**src/sv/swm_pkg.sv**
```systemverilog
// Shared constants for the sliding window maximum block.
// No dependencies.
package swm_pkg;

  // Width and reset value of the window size register.
  localparam int WSIZE_BITS = 7;
  localparam logic [WSIZE_BITS-1:0] WSIZE_RESET = 7'd3;

endpackage

```
**src/sv/swm_cell.sv**
```systemverilog
// One cell of the running-maximum chain.
// Uses swm_pkg; instantiated by sliding_window_maximum.
module swm_cell #(
  parameter int INDEX       = 0,
  parameter int SAMPLE_BITS = 32,
  parameter int KW          = 7
) (
  input  logic                          clk,
  input  logic                          shift_en,
  input  logic signed [SAMPLE_BITS-1:0] sample,
  input  logic signed [SAMPLE_BITS-1:0] prev_max,
  input  logic        [KW-1:0]          k_eff,
  output logic signed [SAMPLE_BITS-1:0] cur_max,
  output logic        [SAMPLE_BITS-1:0] tap
);
  import swm_pkg::*;

  logic signed [SAMPLE_BITS-1:0] max_next;
  logic                          is_tap;

  // Cell j holds the max of the j+1 newest samples.
  always_comb begin
    if (INDEX == 0) begin
      max_next = sample;
    end else if (sample > prev_max) begin
      max_next = sample;
    end else begin
      max_next = prev_max;
    end
  end

  assign is_tap = (k_eff == KW'(INDEX + 1));
  assign tap    = is_tap ? max_next : '0;

  always_ff @(posedge clk) begin
    if (shift_en) begin
      cur_max <= max_next;
    end
  end

endmodule

```
**config.mk**
```make
export PLATFORM = sky130hd
export DESIGN_NAME = swm_cell
export DESIGN_NICKNAME = d
export VERILOG_FILES = /design/src/sv/swm_pkg.sv /design/src/sv/swm_cell.sv
export SDC_FILE = /design/constraint.sdc
export NUM_CORES = 1
export LEC_CHECK = 0
export BUFFER_PORTS_ARGS = -buffer_cell sky130_fd_sc_hd__buf_2
export CELL_PAD_IN_SITES_DETAIL_PLACEMENT = 0
export CELL_PAD_IN_SITES_GLOBAL_PLACEMENT = 1
export CORE_MARGIN = 2
export CORE_UTILIZATION = 27
export DETAILED_ROUTE_END_ITERATION = 10
export PLACE_DENSITY = 0.86
export SLEW_MARGIN = 5
export SYNTH_ARGS = -nofsm -noshare
export SYNTH_HDL_FRONTEND = slang
export SYNTH_SLANG_ARGS = --single-unit
```
**constraint.sdc**
```tcl
create_clock -name clk -period 1.3 [get_ports clk]
set_input_delay 0.13 -clock clk [delete_from_list [all_inputs] [get_ports clk]]
set_output_delay 0.13 -clock clk [all_outputs]
set_load 0.03 [all_outputs]
```
# [Word level (Yosys, flattened, before mapping)]
# Cells that the tools add are included.
[word_totals] reg_bits=32 latchBits=0 ramBits=0 romBits=0 inputBits=73 output_inout_bits=64 elab_cells=3 n_memories=0
[classes] addsub=0 mul=0 n_div=0 order_cmp=0 eq_ne=1 shift=0 n_mux=1 bitwise_logic=0 reduce_logical=0
[ops] cell="$mux W32" count=1
[ops] cell="$eq A7 B1 Y1 const B" count=1

# [Logic depth before layout (Yosys ltp)]
# Gate-level depths: netlist of the first run.
[depth] depth_word=2 mapped_depth=3 ltp_nobuf=2

# [Least setup slack after synthesis of the first run]
# Ideal clock, no wire load.
[synth_path] kind="input to output" from="input k_eff[1]" to="output tap[0]" t_arrival_ps=1041 required_time_ps=1170 setup_slack_ps=129 cell_stages=3 n_path_buf=1 path_cell_list="nor4b_4 -> buf_6 -> and4b_1"
[synth_via] elab_chain_cells=2
[synth_rtl] item="from (decl)" line="swm_cell.sv:12" text="input logic [KW-1:0] k_eff,"
[synth_rtl] item="$eq A7 B1 Y1" line="swm_cell.sv:32" text="assign is_tap = (k_eff == KW'(INDEX + 1));"
[synth_rtl] item="$mux W32" line="swm_cell.sv:33" text="assign tap = is_tap ? max_next : '0;"
[synth_rtl] item="to (decl)" line="swm_cell.sv:14" text="output logic [SAMPLE_BITS-1:0] tap"
# Every way passes these cells.

# [Worst setup path in the final report of the first run]
[layout_path] from="input k_eff[3]" to="output tap[18]"
# The elaborated chain is that of the path after synthesis.

==> flow_summary.html, run 1 <==
<table>
<tr><th>Metric</th><th>Value</th></tr>
<tr><th colspan="2">STA</th></tr>
<tr><td>Transition time of the tightest slew-check pin</td><td>0.449 ns</td></tr>
<tr><td>Worst-case setup margin in the final layout</td><td>0.0221 ns</td></tr>
<tr><td>Crit share post-route</td><td>98.3%</td></tr>
<tr><td>Final Max Slew Viols</td><td>0</td></tr>
<tr><td>Number of failing setup endpoints in the final timing report</td><td>0</td></tr>
<tr><td>Minimum clock period</td><td>1.28 ns</td></tr>
<tr><td>Final hold vios</td><td>0</td></tr>
<tr><td>Slew margin rel.</td><td>70.1%</td></tr>
<tr><td>Setup repair after global routing missed its margin</td><td>yes</td></tr>
<tr><td>Highest clock rate</td><td>783 MHz</td></tr>
<tr><th colspan="2">Detailed routing</th></tr>
<tr><td>WL/cell</td><td>15.8 µm</td></tr>
<tr><td>Number of design rule violations left after detail routing</td><td>0</td></tr>
<tr><td>Post-DRT Antenna Nets</td><td>0</td></tr>
<tr><td>First DRT Iteration DRCs</td><td>31</td></tr>
<tr><td>Vias after detailed routing</td><td>1167</td></tr>
<tr><td>Iteration count of the initial detailed-routing pass</td><td>4</td></tr>
<tr><td>DR vias/cell</td><td>4.61</td></tr>
<tr><td>Detailed Route WL</td><td>4.00 mm</td></tr>
<tr><th colspan="2">Clock tree</th></tr>
<tr><td>CTS tree</td><td>done</td></tr>
<tr><td>Clock-pin transition on the worst setup and hold timing paths</td><td>0.07 ns</td></tr>
<tr><td>Cts bufs inserted</td><td>5</td></tr>
<tr><td>Bufs on Longest Clock Path</td><td>2</td></tr>
<tr><td>Root buffer selected by CTS</td><td>clkbuf_8</td></tr>
<tr><td>Clk sink count</td><td>32</td></tr>
<tr><td>Quantity of hold-fixing buffers added after cts</td><td>0</td></tr>
<tr><td>Deepest level of the CTS H-tree</td><td>2</td></tr>
<tr><th colspan="2">Layout</th></tr>
<tr><td>Max FFs per register</td><td>32</td></tr>
<tr><td>Fill cell count</td><td>452</td></tr>
<tr><td>Area of the multi-input gates</td><td>350 µm²</td></tr>
<tr><td>Top Registers</td><td>cur_max: 32 flops</td></tr>
<tr><td>Flip-flop and latch area</td><td>961 µm²</td></tr>
<tr><td>Area growth, synth to finish</td><td>67.5%</td></tr>
<tr><td>Ant. Diodes</td><td>0</td></tr>
<tr><td>NumNets Final</td><td>258</td></tr>
<tr><td>Commonest non-fill, non-tap cell in the layout</td><td>buf_2</td></tr>
<tr><td>Register with the most flip-flops</td><td>cur_max</td></tr>
<tr><td>Fraction of layout instances using a drive strength above 1</td><td>65.1%</td></tr>
<tr><td>Commonest cells after routing, fill and taps aside</td><td>buf_2, and4b_1, edfxtp_1</td></tr>
<tr><th colspan="2">Power</th></tr>
<tr><td>Worst vdd ir</td><td>621 µV</td></tr>
<tr><td>LEAKAGE</td><td>1.10 nW</td></tr>
<tr><td>Portion of total power attributed to sequential cells</td><td>47.9%</td></tr>
<tr><td>Switching Fraction</td><td>25.6%</td></tr>
<tr><td>Power density over the cells</td><td>1140 mW/mm²</td></tr>
<tr><td>Combinational group share of total power</td><td>16.3%</td></tr>
<tr><td>Internal power summed over all cells</td><td>1.93 mW</td></tr>
<tr><td>Part of the total power dissipated in the clock network</td><td>35.9%</td></tr>
<tr><td>Overall power consumption</td><td>2.60 mW</td></tr>
<tr><td>Power dissipated by switching net loads</td><td>0.664 mW</td></tr>
<tr><th colspan="2">Worst setup path</th></tr>
<tr><td>CP Class</td><td>input pin to output pin</td></tr>
<tr><td>Arrival time reported for the critical path endpoint</td><td>1.15 ns</td></tr>
<tr><td>Type of destination of the critical path</td><td>output pin</td></tr>
<tr><td>Worst-path maximum fanout</td><td>7</td></tr>
<tr><td>Crit path from</td><td>k_eff[3]</td></tr>
<tr><td>Startpoint types</td><td>input pin</td></tr>
<tr><td>Required arrival time at the worst endpoint</td><td>1.17 ns</td></tr>
<tr><th colspan="2">Global routing</th></tr>
<tr><td>Global-route wire length before repair</td><td>5.31 mm</td></tr>
<tr><td>Maximum number of pins on one net before global-route repair</td><td>33</td></tr>
<tr><td>Via count of the first global-routing pass</td><td>1098</td></tr>
<tr><td>Aggregate global routing overflow</td><td>0</td></tr>
<tr><td>Number of antenna violations at the first check in global routing</td><td>0</td></tr>
<tr><td>Total global-route track usage</td><td>13.3%</td></tr>
<tr><th colspan="2">Logic synthesis</th></tr>
<tr><td>Sequential cell area fraction in the yosys report</td><td>70.4%</td></tr>
<tr><td>Number of synthesis warnings</td><td>0</td></tr>
<tr><td>Number of standard cells after synthesis</td><td>75</td></tr>
<tr><td>Net Count, Synth</td><td>148</td></tr>
<tr><td>Library cell occupying the most area in the post-synthesis netlist</td><td>edfxtp_1</td></tr>
<tr><td>Most area-consuming cells after synthesis</td><td>edfxtp_1, and4b_1, buf_6</td></tr>
<tr><td>Mapped cell area</td><td>0.00137 mm²</td></tr>
<tr><td>#FFs+latches synth</td><td>32</td></tr>
<tr><td>Synth cell types</td><td>6</td></tr>
<tr><td>Post-Syn Area per Cell</td><td>18.2 µm²</td></tr>
<tr><td>Share of the synthesized area in the top cell type</td><td>70.4%</td></tr>
<tr><th colspan="2">Run</th></tr>
<tr><td>Number of max-capacitance violations reported</td><td>0</td></tr>
<tr><th colspan="2">Place</th></tr>
<tr><td>Routability congestion estimate</td><td>0.667</td></tr>
<tr><td>Worst slack at placement</td><td>-0.0332 ns</td></tr>
<tr><td>Quantity of I/O buffers inserted on ports</td><td>104</td></tr>
<tr><th colspan="2">Die</th></tr>
<tr><td>Die area</td><td>0.00564 mm²</td></tr>
<tr><td>Initial cell density of the core</td><td>28.5%</td></tr>
<tr><td>Horizontal extent of the die</td><td>75.1 µm</td></tr>
<tr><td>Die outline height</td><td>75.1 µm</td></tr>
<tr><td>Standard cell core area</td><td>0.00479 mm²</td></tr>
<tr><td>Rows</td><td>25</td></tr>
<tr><td>Count of boundary I/O pins</td><td>137</td></tr>
<tr><th colspan="2">Outcome</th></tr>
<tr><td>Run status</td><td>finished, final reports clean</td></tr>
<tr><th colspan="2">Min path</th></tr>
<tr><td>Start point of the worst min-delay path</td><td>sample[17]</td></tr>
<tr><td>HP Class</td><td>input pin to flip-flop</td></tr>
</table>
[through the flow]
stage / cells / instance area (µm²) / TNS, ns / util, % / hold WS [ns]
floorplan: 75 / 1370 / 0 / - / 0.229
global placement: 242 / 1980 / -0.0390 / 41.3 / 0.316
detailed placement: 242 / 1980 / -0.320 / 41.3 / 0.321
CTS: 250 / 2160 / 0 / 45.2 / 0.0212
global route: 253 / 2290 / -0.0596 / 47.8 / 0.0130
finish: 253 / 2290 / 0 / 47.8 / 0.0337
[final timing paths]
| path | to | slack [ns] | depth (start not counted) |
|---|---|---|---|
| min | cur_max[17] | 0.03 | 1 |
| max | tap[18] | 0.02 | 6 |
[metal layers]
layer	share of wire (%)	up-vias	track usage, %
li1	-	538	-
met1	40	555	14.5
met2	51	72	22.9
met3	9.1	2	6.43
met4	0.50	0	4.17
met5	0	-	0
[area by class of cell]
class | count | area share [%]
sequential | 32 | 42.0
clock buffer | 6 | 3.17
timing repair buffer | 112 | 34.3
clock inverter | 2 | 1.53
multi-input combinational | 34 | 15.3
tap | 67 | 3.67
[worst max-delay path, stage by stage]
cell and delay [ns]:
buf_6 0.09, nor4b_4 0.27, buf_6 0.16, clkbuf_16 0.14, and4b_1 0.19, buf_4 0.16
[Yosys cell counts]
cell type / count
clkbuf_1: 6
nor4b_4: 1
buf_6: 3
nor2_1: 1
edfxtp_1: 32
and4b_1: 32
[logic make-up after synthesis]
group,synth area share [%]
AND/OR/NAND/NOR,25.5
flip-flops,70.4
buffers and inverters,4.12
[timing repair]
action                                  CTS  global route
endpoints found under the setup margin   29            32
resized for setup                        30            24
gates cloned                              0             2
pin swaps                                 0             7
setup buffers                             0             1
[power groups by stage]
stage / clock network [mW] / registers (mW) / logic (mW)
2_1_floorplan: 0 / 1.44 / 0.0488
3_3_place_gp: 0 / 1.26 / 0.406
3_5_place_dp: 0 / 1.27 / 0.411
4_1_cts: 0.965 / 1.24 / 0.413
5_1_grt: 1.01 / 1.25 / 0.449
6_report: 0.931 / 1.24 / 0.423
Note: power is estimated with default switching activity, not from simulation.
==> run 2, diff against run 1 <==
CELL_PAD_IN_SITES_DETAIL_PLACEMENT = default   (was 0)
CELL_PAD_IN_SITES_GLOBAL_PLACEMENT = default   (was 1)
CORE_UTILIZATION = 38   (was 27)
PLACE_DENSITY = 0.87   (was 0.86)
==> flow_summary.html, run 2 (synthesized netlist as in run 1, its figures left out) <==
<table>
<tr><th>Metric</th><th>Value</th></tr>
<tr><th colspan="2">Power</th></tr>
<tr><td>LEAKAGE</td><td>1.20 nW (+9.0%)</td></tr>
<tr><td>Combinational group share of total power</td><td>22.1% (+5.8 points)</td></tr>
<tr><td>Part of the total power dissipated in the clock network</td><td>22.5% (-13 points)</td></tr>
<tr><td>Overall power consumption</td><td>2.24 mW (-14%)</td></tr>
<tr><td>Portion of total power attributed to sequential cells</td><td>55.4% (+7.5 points)</td></tr>
<tr><td>Switching Fraction</td><td>27.8% (+2.2 points)</td></tr>
<tr><td>Worst vdd ir</td><td>673 µV (+8.5%)</td></tr>
<tr><td>Power density over the cells</td><td>900 mW/mm² (-21%)</td></tr>
<tr><td>Power dissipated by switching net loads</td><td>0.623 mW (-6.3%)</td></tr>
<tr><td>Internal power summed over all cells</td><td>1.62 mW (-16%)</td></tr>
<tr><th colspan="2">STA</th></tr>
<tr><td>Final Max Slew Viols</td><td>0 (unchanged)</td></tr>
<tr><td>Highest clock rate</td><td>770 MHz (-1.6%)</td></tr>
<tr><td>Crit share post-route</td><td>99.9% (+1.6 points)</td></tr>
<tr><td>Final hold vios</td><td>0 (unchanged)</td></tr>
<tr><td>Number of failing setup endpoints in the final timing report</td><td>0 (unchanged)</td></tr>
<tr><td>Slew margin rel.</td><td>69.9% (-0.18 points)</td></tr>
<tr><td>Accumulated negative setup slack</td><td>0 ns (unchanged)</td></tr>
<tr><td>Final-layout worst hold slack</td><td>0.220 ns (+0.186 ns)</td></tr>
<tr><td>Transition time of the tightest slew-check pin</td><td>0.452 ns (+0.00271 ns)</td></tr>
<tr><td>Setup repair after global routing missed its margin</td><td>yes</td></tr>
<tr><td>Worst-case setup margin in the final layout</td><td>0.000734 ns (-0.0213 ns)</td></tr>
<tr><td>Minimum clock period</td><td>1.30 ns (+0.0213 ns)</td></tr>
<tr><th colspan="2">Layout</th></tr>
<tr><td>Non-filler instance count after layout</td><td>263 (+4.0%)</td></tr>
<tr><td>Register with the most flip-flops</td><td>cur_max</td></tr>
<tr><td>Final design utilization</td><td>73.6% (+26 points)</td></tr>
<tr><td>NumNets Final</td><td>290 (+12%)</td></tr>
<tr><td>Area growth, synth to finish</td><td>82.7%</td></tr>
<tr><td>Fraction of layout instances using a drive strength above 1</td><td>54.8% (-10 points)</td></tr>
<tr><td>Commonest cells after routing, fill and taps aside</td><td>buf_2, and4b_1, edfxtp_1, dlygate4sd3_1, buf_6</td></tr>
<tr><td>Commonest non-fill, non-tap cell in the layout</td><td>buf_2</td></tr>
<tr><td>Top Registers</td><td>cur_max: 32 flops</td></tr>
<tr><td>Max FFs per register</td><td>32 (unchanged)</td></tr>
<tr><td>Final Instance Area</td><td>0.00249 mm² (+9.1%)</td></tr>
<tr><td>Ant. Diodes</td><td>0 (unchanged)</td></tr>
<tr><th colspan="2">Min path</th></tr>
<tr><td>HP Class</td><td>input pin to flip-flop</td></tr>
<tr><th colspan="2">Die</th></tr>
<tr><td>Die outline height</td><td>63.9 µm (-15%)</td></tr>
<tr><td>Count of boundary I/O pins</td><td>137 (unchanged)</td></tr>
<tr><td>Rows</td><td>21 (-16%)</td></tr>
<tr><td>Horizontal extent of the die</td><td>63.9 µm (-15%)</td></tr>
<tr><td>Initial cell density of the core</td><td>40.3% (+12 points)</td></tr>
<tr><td>Standard cell core area</td><td>0.00339 mm² (-29%)</td></tr>
<tr><td>Die area</td><td>0.00409 mm² (-28%)</td></tr>
<tr><th colspan="2">Detailed routing</th></tr>
<tr><td>Met3 Wirelength</td><td>376 µm (+3.6%)</td></tr>
<tr><td>Post-DRT Antenna Nets</td><td>0 (unchanged)</td></tr>
<tr><td>DR vias/cell</td><td>4.97 (+7.7%)</td></tr>
<tr><td>First DRT Iteration DRCs</td><td>54 (+74%)</td></tr>
<tr><td>Met1 wire length</td><td>1.57 mm (-1.1%)</td></tr>
<tr><td>Sum of met2 wire segment lengths after detailed routing</td><td>2.36 mm (+16%)</td></tr>
<tr><td>Vias after detailed routing</td><td>1306 (+12%)</td></tr>
<tr><td>Iteration count of the initial detailed-routing pass</td><td>4 (unchanged)</td></tr>
<tr><td>Max layer used</td><td>met4</td></tr>
<tr><td>Detailed Route WL</td><td>4.41 mm (+10%)</td></tr>
<tr><td>Number of design rule violations left after detail routing</td><td>0 (unchanged)</td></tr>
<tr><td>WL/cell</td><td>16.8 µm (+6.1%)</td></tr>
<tr><th colspan="2">Clock tree</th></tr>
<tr><td>Bufs on Longest Clock Path</td><td>2 (unchanged)</td></tr>
<tr><td>Cts bufs inserted</td><td>5 (unchanged)</td></tr>
<tr><td>Clock-pin transition on the worst setup and hold timing paths</td><td>0.10 ns (+0.03 ns)</td></tr>
<tr><td>CTS tree</td><td>done</td></tr>
<tr><td>Clk sink count</td><td>32 (unchanged)</td></tr>
<tr><td>Root buffer selected by CTS</td><td>clkbuf_4</td></tr>
<tr><td>Deepest level of the CTS H-tree</td><td>2 (unchanged)</td></tr>
<tr><th colspan="2">Run</th></tr>
<tr><td>Number of max-capacitance violations reported</td><td>0 (unchanged)</td></tr>
<tr><th colspan="2">Place</th></tr>
<tr><td>Dpl hpwl</td><td>2.57 mm</td></tr>
<tr><td>Worst slack at placement</td><td>-0.00273 ns (+0.0305 ns)</td></tr>
<tr><td>Post-detailed-placement cell area</td><td>0.00194 mm² (-2.1%)</td></tr>
<tr><td>Routability congestion estimate</td><td>0.749 (+12%)</td></tr>
<tr><td>Quantity of I/O buffers inserted on ports</td><td>104 (unchanged)</td></tr>
<tr><td>Cell Count Post-Placement</td><td>221 (-8.7%)</td></tr>
<tr><th colspan="2">Worst setup path</th></tr>
<tr><td>Type of destination of the critical path</td><td>output pin</td></tr>
<tr><td>Required arrival time at the worst endpoint</td><td>1.17 ns (about the same)</td></tr>
<tr><td>Worst-path maximum fanout</td><td>2 (-5)</td></tr>
<tr><td>Startpoint types</td><td>input pin</td></tr>
<tr><td>CP Class</td><td>input pin to output pin</td></tr>
<tr><td>Arrival time reported for the critical path endpoint</td><td>1.17 ns (+0.02 ns)</td></tr>
<tr><th colspan="2">Global routing</th></tr>
<tr><td>Number of antenna violations at the first check in global routing</td><td>0 (unchanged)</td></tr>
<tr><td>Global-route wire length before repair</td><td>6.29 mm (+18%)</td></tr>
<tr><td>Maximum number of pins on one net before global-route repair</td><td>33 (unchanged)</td></tr>
<tr><td>Total global-route track usage</td><td>20.3% (+6.9 points)</td></tr>
<tr><td>Via count of the first global-routing pass</td><td>1390 (+27%)</td></tr>
<tr><td>Aggregate global routing overflow</td><td>0 (unchanged)</td></tr>
<tr><th colspan="2">Outcome</th></tr>
<tr><td>Run status</td><td>finished, final reports clean</td></tr>
</table>
## run 2: per-layer routing
layer | vias to the layer above | track usage [%]
met4 | 0 | 10.1
met1 | 615 | 20.9
met3 | 10 | 7.22
li1 | 604 | -
met2 | 77 | 35.9
met5 | - | 0
## run 2: layout make-up
class | instances | area, µm²
Clock inverter | 1 | 5.00
Fill cell | 227 | 896
Timing Repair Buffer | 144 | 1080
Multi-Input combinational cell | 34 | 348
Clock buffer | 6 | 41.3
Tap cell | 46 | 57.6
Sequential cell | 32 | 961
## run 2: worst max-delay path, cell delays in order
cell           delay [ns]
dlygate4sd3_1        0.56
buf_2                0.14
and4b_1              0.16
buf_4                0.17
## run 2: final timing paths
path,startpoint,end,depth (start not counted)
setup / recovery,sample[28],tap[28],4
hold / removal,shift_en,cur_max[16],1
## run 2: power by group through the flow
stage               registers, mW  clock network (mW)  logic (mW)
finish                       1.24               0.506       0.495
global route                 1.25               0.574       0.523
CTS                          1.24               0.522       0.473
detailed placement           1.27                   0       0.402
global placement             1.26                   0       0.396
floorplan                    1.44                   0      0.0488
## run 2: timing repair
action | 4_1_cts | 5_1_grt
gates resized for setup | 0 | 89
setup endpoints to repair | 1 | 32
pin swaps | 0 | 9
gates cloned | 0 | 2
hold buffers | 31 | 1
buffers inserted | 0 | 1
endpoints found under the hold margin | 31 | 1
